### config.mk
export PLATFORM = sky130hd
export DESIGN_NAME = phase_shift_pwm_sequencer
export DESIGN_NICKNAME = d
export VERILOG_FILES = /design/src/rtl/core/psps_pkg.sv /design/src/rtl/core/psps_cfg.sv /design/src/rtl/core/psps_mul.sv /design/src/rtl/core/psps_core.sv /design/src/rtl/core/phase_shift_pwm_sequencer.sv
export SDC_FILE = /design/constraint.sdc
export NUM_CORES = 1
export LEC_CHECK = 0
export BUFFER_PORTS_ARGS = -buffer_cell sky130_fd_sc_hd__buf_2
export CORE_MARGIN = 1
export CORE_UTILIZATION = 55
export CTS_BUF_LIST = sky130_fd_sc_hd__clkbuf_4 sky130_fd_sc_hd__clkbuf_8
export DETAILED_ROUTE_END_ITERATION = 10
export PLACE_DENSITY = 0.75
export SLEW_MARGIN = 20
export SYNTH_ARGS = -nofsm -noshare
export SYNTH_HDL_FRONTEND = slang
export SYNTH_SLANG_ARGS = --single-unit
### constraint.sdc
create_clock -name clk -period 8.75 [get_ports clk]
set_input_delay 0.4375 -clock clk [delete_from_list [all_inputs] [get_ports clk]]
set_output_delay 0.4375 -clock clk [all_outputs]
set_load 0.01 [all_outputs]
### src/rtl/core/psps_pkg.sv
// Shared types and constants for the phase-shift PWM sequencer.
// Holds the sequencer states, mode and register codes, the config bundle
// and the shared multiplier operand bundle. No dependencies.
package psps_pkg;

  typedef enum logic [3:0] {
    S_IDLE,
    S_EVAL,
    S_SAMPLE,
    S_ROUND,
    S_WRAP,
    S_SCALE,
    S_RECIP,
    S_BACK,
    S_FIX,
    S_HOLD
  } state_t;

  typedef enum logic [1:0] {
    MODE_FIXED,
    MODE_EXTERNAL,
    MODE_TIMED,
    MODE_TRIGGERED
  } mode_t;

  typedef enum logic [2:0] {
    REG_MODE,
    REG_SOFT_PAUSE,
    REG_FIXED_PHASE,
    REG_STEP_DELTA,
    REG_STEP_INTERVAL_MS,
    REG_SWEEP_STEPS,
    REG_CLOCKS_PER_TOGGLE
  } reg_idx_t;

  localparam int CFG_IDX_W  = 3;
  localparam int CFG_DATA_W = 16;

  localparam logic [15:0] CLOCKS_PER_TOGGLE_RST = 16'd8000;

  localparam int PHASE_W   = 9;
  localparam int PHASE_ACC_W = 11;
  localparam logic [8:0]  PHASE_HALF = 9'd180;
  localparam logic [10:0] PHASE_FULL = 11'd360;
  localparam logic [7:0]  TRIG_PATTERN = 8'hF0;

  // External mode: round(sample * 360 / 1024), halves up
  localparam logic [22:0] SAMPLE_SCALE = 23'd360;
  localparam logic [18:0] ROUND_BIAS   = 19'd512;

  // Divide by 180 = shift by 2, then divide by 45 through a reciprocal
  localparam int          RECIP_SHIFT = 28;
  localparam logic [22:0] RECIP_45    = 23'd5965232;
  localparam logic [22:0] DIV_45      = 23'd45;

  localparam int MUL_A_W = 24;
  localparam int MUL_B_W = 23;
  localparam int MUL_P_W = MUL_A_W + MUL_B_W;

  typedef struct packed {
    logic                 en;
    logic [MUL_A_W-1:0]   a;
    logic [MUL_B_W-1:0]   b;
  } mul_op_t;

  typedef struct packed {
    mode_t              mode;
    logic               soft_pause;
    logic [8:0]         fixed_phase;
    logic signed [9:0]  step_delta;
    logic [14:0]        step_interval_ms;
    logic [14:0]        sweep_steps;
    logic [15:0]        clocks_per_toggle;
    logic               clr_reversed;
    logic               clr_sweep;
  } cfg_t;

endpackage

### src/rtl/core/psps_cfg.sv
// Configuration register file for the phase-shift PWM sequencer.
// Decodes index/data beats into cfg_t fields and side-effect pulses.
// Depends on psps_pkg.
module psps_cfg (
  input  logic                             clk,
  input  logic                             rst,
  input  logic                             cfg_valid,
  output logic                             cfg_ready,
  input  logic [psps_pkg::CFG_IDX_W-1:0]   cfg_index,
  input  logic [psps_pkg::CFG_DATA_W-1:0]  cfg_data,
  output psps_pkg::cfg_t                   cfg
);
  import psps_pkg::*;

  logic     wr;
  reg_idx_t idx;

  mode_t             mode;
  logic              soft_pause;
  logic [8:0]        fixed_phase;
  logic signed [9:0] step_delta;
  logic [14:0]       step_interval_ms;
  logic [14:0]       sweep_steps;
  logic [15:0]       clocks_per_toggle;

  assign cfg_ready = !rst;
  assign wr        = cfg_valid && cfg_ready;
  assign idx       = reg_idx_t'(cfg_index);

  always_ff @(posedge clk) begin
    if (rst) begin
      mode              <= MODE_FIXED;
      soft_pause        <= 1'b0;
      fixed_phase       <= '0;
      step_delta        <= '0;
      step_interval_ms  <= '0;
      sweep_steps       <= '0;
      clocks_per_toggle <= CLOCKS_PER_TOGGLE_RST;
    end else if (wr) begin
      case (idx)
        REG_MODE: begin
          mode       <= mode_t'(cfg_data[1:0]);
          soft_pause <= 1'b0;
        end
        REG_SOFT_PAUSE:        soft_pause        <= cfg_data[0];
        REG_FIXED_PHASE:       fixed_phase       <= cfg_data[8:0];
        REG_STEP_DELTA:        step_delta        <= $signed(cfg_data[9:0]);
        REG_STEP_INTERVAL_MS:  step_interval_ms  <= cfg_data[14:0];
        REG_SWEEP_STEPS:       sweep_steps       <= cfg_data[14:0];
        REG_CLOCKS_PER_TOGGLE: clocks_per_toggle <= cfg_data;
        default: ;
      endcase
    end
  end

  always_comb begin
    cfg.mode              = mode;
    cfg.soft_pause        = soft_pause;
    cfg.fixed_phase       = fixed_phase;
    cfg.step_delta        = step_delta;
    cfg.step_interval_ms  = step_interval_ms;
    cfg.sweep_steps       = sweep_steps;
    cfg.clocks_per_toggle = clocks_per_toggle;
    cfg.clr_reversed      = wr && (idx == REG_STEP_DELTA);
    cfg.clr_sweep         = wr && (idx == REG_SWEEP_STEPS);
  end

endmodule

### src/rtl/core/psps_mul.sv
// Shared multiplier of the sequencer, product registered.
// Used in turn for sample scaling, compare scaling and reciprocal division.
// Depends on psps_pkg.
module psps_mul (
  input  logic                           clk,
  input  psps_pkg::mul_op_t              op,
  output logic [psps_pkg::MUL_P_W-1:0]   prod
);
  import psps_pkg::*;

  always_ff @(posedge clk) begin
    if (op.en) begin
      prod <= MUL_P_W'(op.a) * MUL_P_W'(op.b);
    end
  end

endmodule

### src/rtl/core/psps_core.sv
// Sequencer and state of the phase-shift PWM sequencer.
// Picks the phase per mode, wraps it, scales the compare value through
// the shared multiplier and holds the result beat. Depends on psps_pkg.
module psps_core (
  input  logic                           clk,
  input  logic                           rst,
  input  psps_pkg::cfg_t                 cfg,
  input  logic                           in_valid,
  output logic                           in_ready,
  input  logic                           ms_tick,
  input  logic                           pause_level,
  input  logic                           trigger_level,
  input  logic [9:0]                     analog_phase,
  output logic                           out_valid,
  input  logic                           out_ready,
  output logic                           phase_updated,
  output logic                           keep_polarity,
  output logic [15:0]                    compare_value,
  output logic [8:0]                     phase_now,
  output psps_pkg::mul_op_t              mul_op,
  input  logic [psps_pkg::MUL_P_W-1:0]   prod
);
  import psps_pkg::*;

  state_t state, state_next;

  // captured beat
  logic       tick_q, pause_q, trig_q;
  logic [9:0] sample_q;

  // block state
  logic [8:0]  current_phase;
  logic [15:0] elapsed_ms;
  logic [7:0]  trigger_history;
  logic [15:0] sweep_count;
  logic        delta_reversed;
  logic [15:0] last_compare;
  logic        last_polarity;
  logic        updated_q;

  // working registers
  logic signed [PHASE_ACC_W-1:0] phase_acc;
  logic [21:0] div_y;
  logic [15:0] div_q0;

  // evaluation terms
  logic [15:0] elapsed_inc;
  logic        paused;
  logic [7:0]  hist_shift;
  logic signed [PHASE_ACC_W-1:0] delta;
  logic signed [PHASE_ACC_W-1:0] step_sum;
  logic        do_step;
  logic        apply;
  logic        acc_in_range;
  logic [8:0]  span9;
  logic [21:0] div_rem;
  logic        in_accept;

  assign in_ready  = (state == S_IDLE) && !rst;
  assign in_accept = in_valid && in_ready;

  always_comb begin
    elapsed_inc = (tick_q && (elapsed_ms != 16'hFFFF)) ? elapsed_ms + 16'd1 : elapsed_ms;
    paused      = cfg.soft_pause || pause_q;
    hist_shift  = {trigger_history[6:0], trig_q};
    delta       = delta_reversed ? -PHASE_ACC_W'(cfg.step_delta) : PHASE_ACC_W'(cfg.step_delta);
    step_sum    = $signed({2'b00, current_phase}) + delta;
    do_step     = !paused &&
                  (((cfg.mode == MODE_TIMED) && (elapsed_inc > {1'b0, cfg.step_interval_ms})) ||
                   ((cfg.mode == MODE_TRIGGERED) && (hist_shift == TRIG_PATTERN)));
    apply       = (cfg.mode == MODE_FIXED) || (!paused && (cfg.mode == MODE_EXTERNAL)) || do_step;
    acc_in_range = !phase_acc[PHASE_ACC_W-1] && ($unsigned(phase_acc) < PHASE_FULL);
    // distance to the next half-period boundary, 1..180
    span9       = (current_phase < PHASE_HALF) ? PHASE_HALF - current_phase
                                               : (PHASE_HALF + PHASE_HALF) - current_phase;
    div_rem     = div_y - prod[21:0];
  end

  // next state
  always_comb begin
    state_next = state;
    case (state)
      S_IDLE:   if (in_accept) state_next = S_EVAL;
      S_EVAL: begin
        if ((cfg.mode == MODE_FIXED) || do_step) begin
          state_next = S_WRAP;
        end else if (!paused && (cfg.mode == MODE_EXTERNAL)) begin
          state_next = S_SAMPLE;
        end else begin
          state_next = S_HOLD;
        end
      end
      S_SAMPLE: state_next = S_ROUND;
      S_ROUND:  state_next = S_WRAP;
      S_WRAP:   if (acc_in_range) state_next = S_SCALE;
      S_SCALE:  state_next = S_RECIP;
      S_RECIP:  state_next = S_BACK;
      S_BACK:   state_next = S_FIX;
      S_FIX:    state_next = S_HOLD;
      S_HOLD:   if (!out_valid || out_ready) state_next = S_IDLE;
      default:  state_next = S_IDLE;
    endcase
  end

  // multiplier operand select
  always_comb begin
    mul_op = '0;
    case (state)
      S_SAMPLE: begin
        mul_op.en = 1'b1;
        mul_op.a  = MUL_A_W'(sample_q);
        mul_op.b  = SAMPLE_SCALE;
      end
      S_SCALE: begin
        mul_op.en = 1'b1;
        mul_op.a  = MUL_A_W'(cfg.clocks_per_toggle);
        mul_op.b  = MUL_B_W'(span9[7:0]);
      end
      S_RECIP: begin
        mul_op.en = 1'b1;
        mul_op.a  = MUL_A_W'(prod[23:2]);
        mul_op.b  = RECIP_45;
      end
      S_BACK: begin
        mul_op.en = 1'b1;
        mul_op.a  = MUL_A_W'(prod[RECIP_SHIFT+15:RECIP_SHIFT]);
        mul_op.b  = DIV_45;
      end
      default: mul_op = '0;
    endcase
  end

  always_ff @(posedge clk) begin
    if (in_accept) begin
      tick_q   <= ms_tick;
      pause_q  <= pause_level;
      trig_q   <= trigger_level;
      sample_q <= analog_phase;
    end
    case (state)
      S_EVAL: begin
        if (cfg.mode == MODE_FIXED) begin
          phase_acc <= PHASE_ACC_W'(cfg.fixed_phase);
        end else begin
          phase_acc <= step_sum;
        end
      end
      S_ROUND:  phase_acc <= PHASE_ACC_W'((prod[18:0] + ROUND_BIAS) >> 10);
      S_WRAP: begin
        if (phase_acc[PHASE_ACC_W-1]) begin
          phase_acc <= phase_acc + $signed(PHASE_FULL);
        end else if (!acc_in_range) begin
          phase_acc <= phase_acc - $signed(PHASE_FULL);
        end
      end
      S_RECIP:  div_y  <= prod[23:2];
      S_BACK:   div_q0 <= prod[RECIP_SHIFT+15:RECIP_SHIFT];
      default: ;
    endcase
  end

  always_ff @(posedge clk) begin
    if (rst) begin
      state           <= S_IDLE;
      current_phase   <= '0;
      elapsed_ms      <= '0;
      trigger_history <= '0;
      sweep_count     <= '0;
      delta_reversed  <= 1'b0;
      last_compare    <= '0;
      last_polarity   <= 1'b1;
      updated_q       <= 1'b0;
      out_valid       <= 1'b0;
    end else begin
      state <= state_next;
      case (state)
        S_EVAL: begin
          elapsed_ms <= apply ? 16'd0 : elapsed_inc;
          updated_q  <= apply;
          if (!paused && (cfg.mode == MODE_TRIGGERED)) begin
            trigger_history <= hist_shift;
          end
          if (do_step && (cfg.sweep_steps != '0)) begin
            if (sweep_count > {1'b0, cfg.sweep_steps}) begin
              sweep_count    <= '0;
              delta_reversed <= !delta_reversed;
            end else begin
              sweep_count <= sweep_count + 16'd1;
            end
          end
        end
        S_WRAP: begin
          if (acc_in_range) begin
            current_phase <= phase_acc[PHASE_W-1:0];
            last_polarity <= phase_acc[PHASE_W-1:0] < PHASE_HALF;
          end
        end
        // reciprocal estimate is low by at most one
        S_FIX: last_compare <= div_q0 + 16'(div_rem >= 22'(DIV_45));
        default: ;
      endcase
      if (cfg.clr_reversed) delta_reversed <= 1'b0;
      if (cfg.clr_sweep)    sweep_count    <= '0;

      if ((state == S_HOLD) && (!out_valid || out_ready)) begin
        out_valid <= 1'b1;
      end else if (out_ready) begin
        out_valid <= 1'b0;
      end
    end
  end

  // result beat, loaded when the output stage is free
  always_ff @(posedge clk) begin
    if ((state == S_HOLD) && (!out_valid || out_ready)) begin
      phase_updated <= updated_q;
      keep_polarity <= last_polarity;
      compare_value <= last_compare;
      phase_now     <= current_phase;
    end
  end

endmodule

### src/rtl/core/phase_shift_pwm_sequencer.sv
// Phase-shift PWM sequencer: one input beat is one polling pass and gives
// exactly one result beat with the applied phase, its polarity and the
// compare value for the second channel. A pass with no phase applied runs
// accept, evaluate and output load; one that applies a phase runs accept,
// evaluate, one to three wrap steps, three turns of the one shared multiplier
// for the compare scaling and the reciprocal divide by 180, a correction
// step and the output load, plus a sample scaling turn and a rounding step
// in external mode. The multiplier is used for one operation at a time; a
// stalled result beat holds the pass in its output load step. The
// block takes one beat at a time; configuration is written through its own
// index/data channel.
module phase_shift_pwm_sequencer (
  input  logic        clk,
  input  logic        rst,
  // slave: [0] ms_tick, [1] pause_level, [2] trigger_level, [12:3] analog_phase
  input  logic        s_axis_tvalid,
  output logic        s_axis_tready,
  input  logic [15:0] s_axis_tdata,
  // master: [0] phase_updated, [1] keep_polarity, [17:2] compare_value,
  //         [26:18] phase_now
  output logic        m_axis_tvalid,
  input  logic        m_axis_tready,
  output logic [31:0] m_axis_tdata,
  input  logic        cfg_valid,
  output logic        cfg_ready,
  input  logic [psps_pkg::CFG_IDX_W-1:0]  cfg_index,
  input  logic [psps_pkg::CFG_DATA_W-1:0] cfg_data
);
  import psps_pkg::*;

  cfg_t               cfg;
  mul_op_t            mul_op;
  logic [MUL_P_W-1:0] prod;

  logic        phase_updated;
  logic        keep_polarity;
  logic [15:0] compare_value;
  logic [8:0]  phase_now;

  psps_cfg u_cfg (
    .clk       (clk),
    .rst       (rst),
    .cfg_valid (cfg_valid),
    .cfg_ready (cfg_ready),
    .cfg_index (cfg_index),
    .cfg_data  (cfg_data),
    .cfg       (cfg)
  );

  psps_mul u_mul (
    .clk  (clk),
    .op   (mul_op),
    .prod (prod)
  );

  psps_core u_core (
    .clk           (clk),
    .rst           (rst),
    .cfg           (cfg),
    .in_valid      (s_axis_tvalid),
    .in_ready      (s_axis_tready),
    .ms_tick       (s_axis_tdata[0]),
    .pause_level   (s_axis_tdata[1]),
    .trigger_level (s_axis_tdata[2]),
    .analog_phase  (s_axis_tdata[12:3]),
    .out_valid     (m_axis_tvalid),
    .out_ready     (m_axis_tready),
    .phase_updated (phase_updated),
    .keep_polarity (keep_polarity),
    .compare_value (compare_value),
    .phase_now     (phase_now),
    .mul_op        (mul_op),
    .prod          (prod)
  );

  assign m_axis_tdata = {5'b00000, phase_now, compare_value, keep_polarity, phase_updated};

endmodule

==> flow_summary.yaml <==
outcome:
  status: "completed"
clocking:
  cts_sinks: 269
  cts-htree-levels: 2
  cts_tree: "yes"
  cts_buffers: 48
  cts_root_buf: "clkbuf_8"
  clkTransAtPathRegs_ps: 60
  clk_latency_ps: 650
  cts_buffer_depth: 3
grt:
  grt_util_met3_pct: 4.69
  grt_pass1_wl_um: 107000
  grt_max_degree: 88
  grt_pass1_vias: 20600
  antenna_found_initial: 1
  grt.overflow.total: 0
  grt-busiest-layer: "met2"
  grtUsageTotal_pct: 29.1
  use_met2_pct: 48.5
  use_met1_pct: 37.2
worst_setup_path:
  reg2reg_from: "u_core.current_phase[3]$_SDFFE_PP0P_"
  slowest_stage: "fa_1"
  crit_path_end_kind: "flop"
  worstPathRequired_ps: 9130
  r2r_setup_slack_ps: 90
  path_buf_inv: 13
  r2r_cells: 42
  critPathMaxStageDelay_ps: 520
  timing.rr.end: "u_mul.prod[42]$_DFFE_PN_"
  crit_fanout: 4
  critPathCapture: "u_mul.prod[42]$_DFFE_PN_"
  cp.depth: 42
  critPathTopFamily: "adder cells"
  start_kind: "flop"
  arrival_ps: 9030
  crit_start: "u_core.current_phase[3]$_SDFFE_PP0P_"
  path_class: "flop to flop"
hold_path:
  hold_path_class: "primary input to flop"
timing:
  finalHoldViolCount: 0
  finalCritPeriodShare_pct: 98.9
  holdWs_ps: 44.8
  skew_ps: 51.0
  fin_crit_ps: 8660
  maxSlewViolCount: 0
  rsz0062_at_grt: "true"
  tightest_slew_ps: 952
  clock.fmax_mhz: 116
  finalSetupViolCount: 0
  slew-limit-headroom_pct: 36.5
placement:
  gp_congestion: 0.958
  hpwl_um: 52900
  io_buffers: 66
  placed_cells: 3409
drt:
  drc: 0
  ant_nets: 0
  firstDrtPassIters: 5
  routedWlPerCell_um: 18.9
  wl_um: 66800
  via_per_inst: 5.63
  drtIter0Drc: 1454
  num_vias: 19900
synth:
  synth_commonest_cells: "527 x inv_1, 301 x ha_1, 281 x nand2_1, 244 x fa_1, 166 x nor2_1"
  yosysTopAreaCell: "fa_1"
  yosysMostFrequentCell: "inv_1"
  yosys.area_share.simple_pct: 13.0
  async_flop_share_pct: 0
  synthMuxAreaShare_pct: 2.43
  synthCells: 2699
  synth_fa_ha_area_share_pct: 34.3
  synth_flop_cell: "dfxtp_1"
  ys_types: 79
  seq_area_frac_synth_pct: 26.5
  synth_edf_count: 129
  synth_area_leaders: "fa_1 19%, edfxtp_1 15%, ha_1 15%"
  synth_top_area_share_pct: 19.4
  synth_top_family_by_area: "adder cells"
  avgSynthCellArea_um2: 9.34
  ys_ff_latch: 269
  synth_warnings: 0
  synth_area_um2: 25200
  synth_xor_xnor_area_share_pct: 4.27
  synth_compound_area_share_pct: 10.3
power:
  fin_total_pwr_mw: 3.49
  power_leakage_nw: 14.0
  peakVddDrop_mv: 0.127
  power-per-cell-area_nw_per_um2: 122
cells_and_area:
  nets: 3480
  drive_gt1_share_pct: 12.1
  instances_no_fill: 3533
  areaGrowthSynthToFinish_pct: 13.6
  diodes: 0
floorplan:
  num_io_pins: 75
  rows: 78
  coreArea_um2: 45300
  die-area_um2: 46700
  fp.dieW_um: 216
  start_util_pct: 55.7
  die_h_um: 216
run:
  cap_violations: 0
state kept, by name, summed over array words and instances (netlist names), 9 cells and up:
name	flops
u_cfg.step_interval_ms	15
u_core.phase_now	9
u_core.div_y	22
u_mul.prod	40
u_cfg.fixed_phase	9
u_core.sweep_count	16
u_cfg.sweep_steps	15
u_core.current_phase	9
u_core.sample_q	10
u_cfg.step_delta	10
u_core.elapsed_ms	16
u_core.div_q0	16
u_core.last_compare	16
u_core.phase_acc	11
u_core.compare_value	16
u_cfg.clocks_per_toggle	16
per-stage QoR:
step,worst slack (ps),area (um2),TNS (ps),util (%)
6_report,94.2,28600,0,63.2
5_1_grt,-241,28600,-1400,63.2
4_1_cts,1.62,28200,0,62.3
3_5_place_dp,-496,26800,-4400,59.2
3_3_place_gp,-254,26800,-1180,59.2
2_1_floorplan,46.3,25300,0,-
cell usage in the layout, fill, tap and decap left out, types with 36 or more instances in the layout:
master / count
dfxtp_1: 139
nand2_1: 275
clkbuf_8: 53
inv_1: 518
nor2b_1: 38
xnor2_1: 80
nand3_1: 48
a21oi_1: 113
mux2i_1: 59
a21o_1: 36
xor2_1: 42
ha_1: 285
nor2_1: 161
o21ai_0: 45
edfxtp_1: 129
buf_2: 65
fa_1: 243
buf_4: 103
and2_1: 39
metal layers:
metal  part of all wire (%)  vias to the layer above
met3                    7.4                      190
met1                     40                     9716
met4                    4.9                        0
li1                       -                     9203
met5                      0                        -
met2                     48                      767
cell families after synthesis:
group | after synthesis
compound gates | 383
xor+xnor | 123
fa+ha+maj | 545
buf+inv | 604
flops | 269
mux | 61
other cells | 2
simple gates | 712
final cells by class:
type                    count  area (um2)
clock buffers              63         805
clock inverters            25         256
fillers                  3646       16600
inverters                 527        1980
multi-input cells        1860       16800
flip-flops and latches    269        6680
well taps                 600         751
repair buffers            189        1350
where the power goes:
group	switching (mW)	internal (mW)	total, mW
registers	0.0445	1.36	1.41
clock network	0.569	0.731	1.30
logic	0.461	0.323	0.785
total	1.08	2.42	3.49
how the worst min path moves through the flow:
stage	from	endpoint	slack, ps	depth (start not counted)
6_report	s_axis_tdata[12]	u_core.sample_q[9]$_DFFE_PP_	40	1
5_1_grt	s_axis_tdata[11]	u_core.sample_q[8]$_DFFE_PP_	9	1
2_1_floorplan	u_core.last_compare[0]$_SDFFE_PP0P_	u_core.compare_value[0]$_DFFE_PP_	410	0
3_5_place_dp	u_core.last_compare[3]$_SDFFE_PP0P_	u_core.compare_value[3]$_DFFE_PP_	420	0
4_1_cts	s_axis_tdata[11]	u_core.sample_q[8]$_DFFE_PP_	6	1
3_3_place_gp	u_core.last_compare[3]$_SDFFE_PP0P_	u_core.compare_value[3]$_DFFE_PP_	410	0
what timing repair did:
item | CTS | global route
endpoints found under the setup margin | 16 | 16
hold buffers | 10 | 0
pin swaps | 18 | 55
endpoints found under the hold margin | 10 | 0
buffers inserted | 9 | 16
cloned | 1 | 0
gates resized for setup | 29 | 63
No activity file was read; power rests on OpenSTA's default activity.
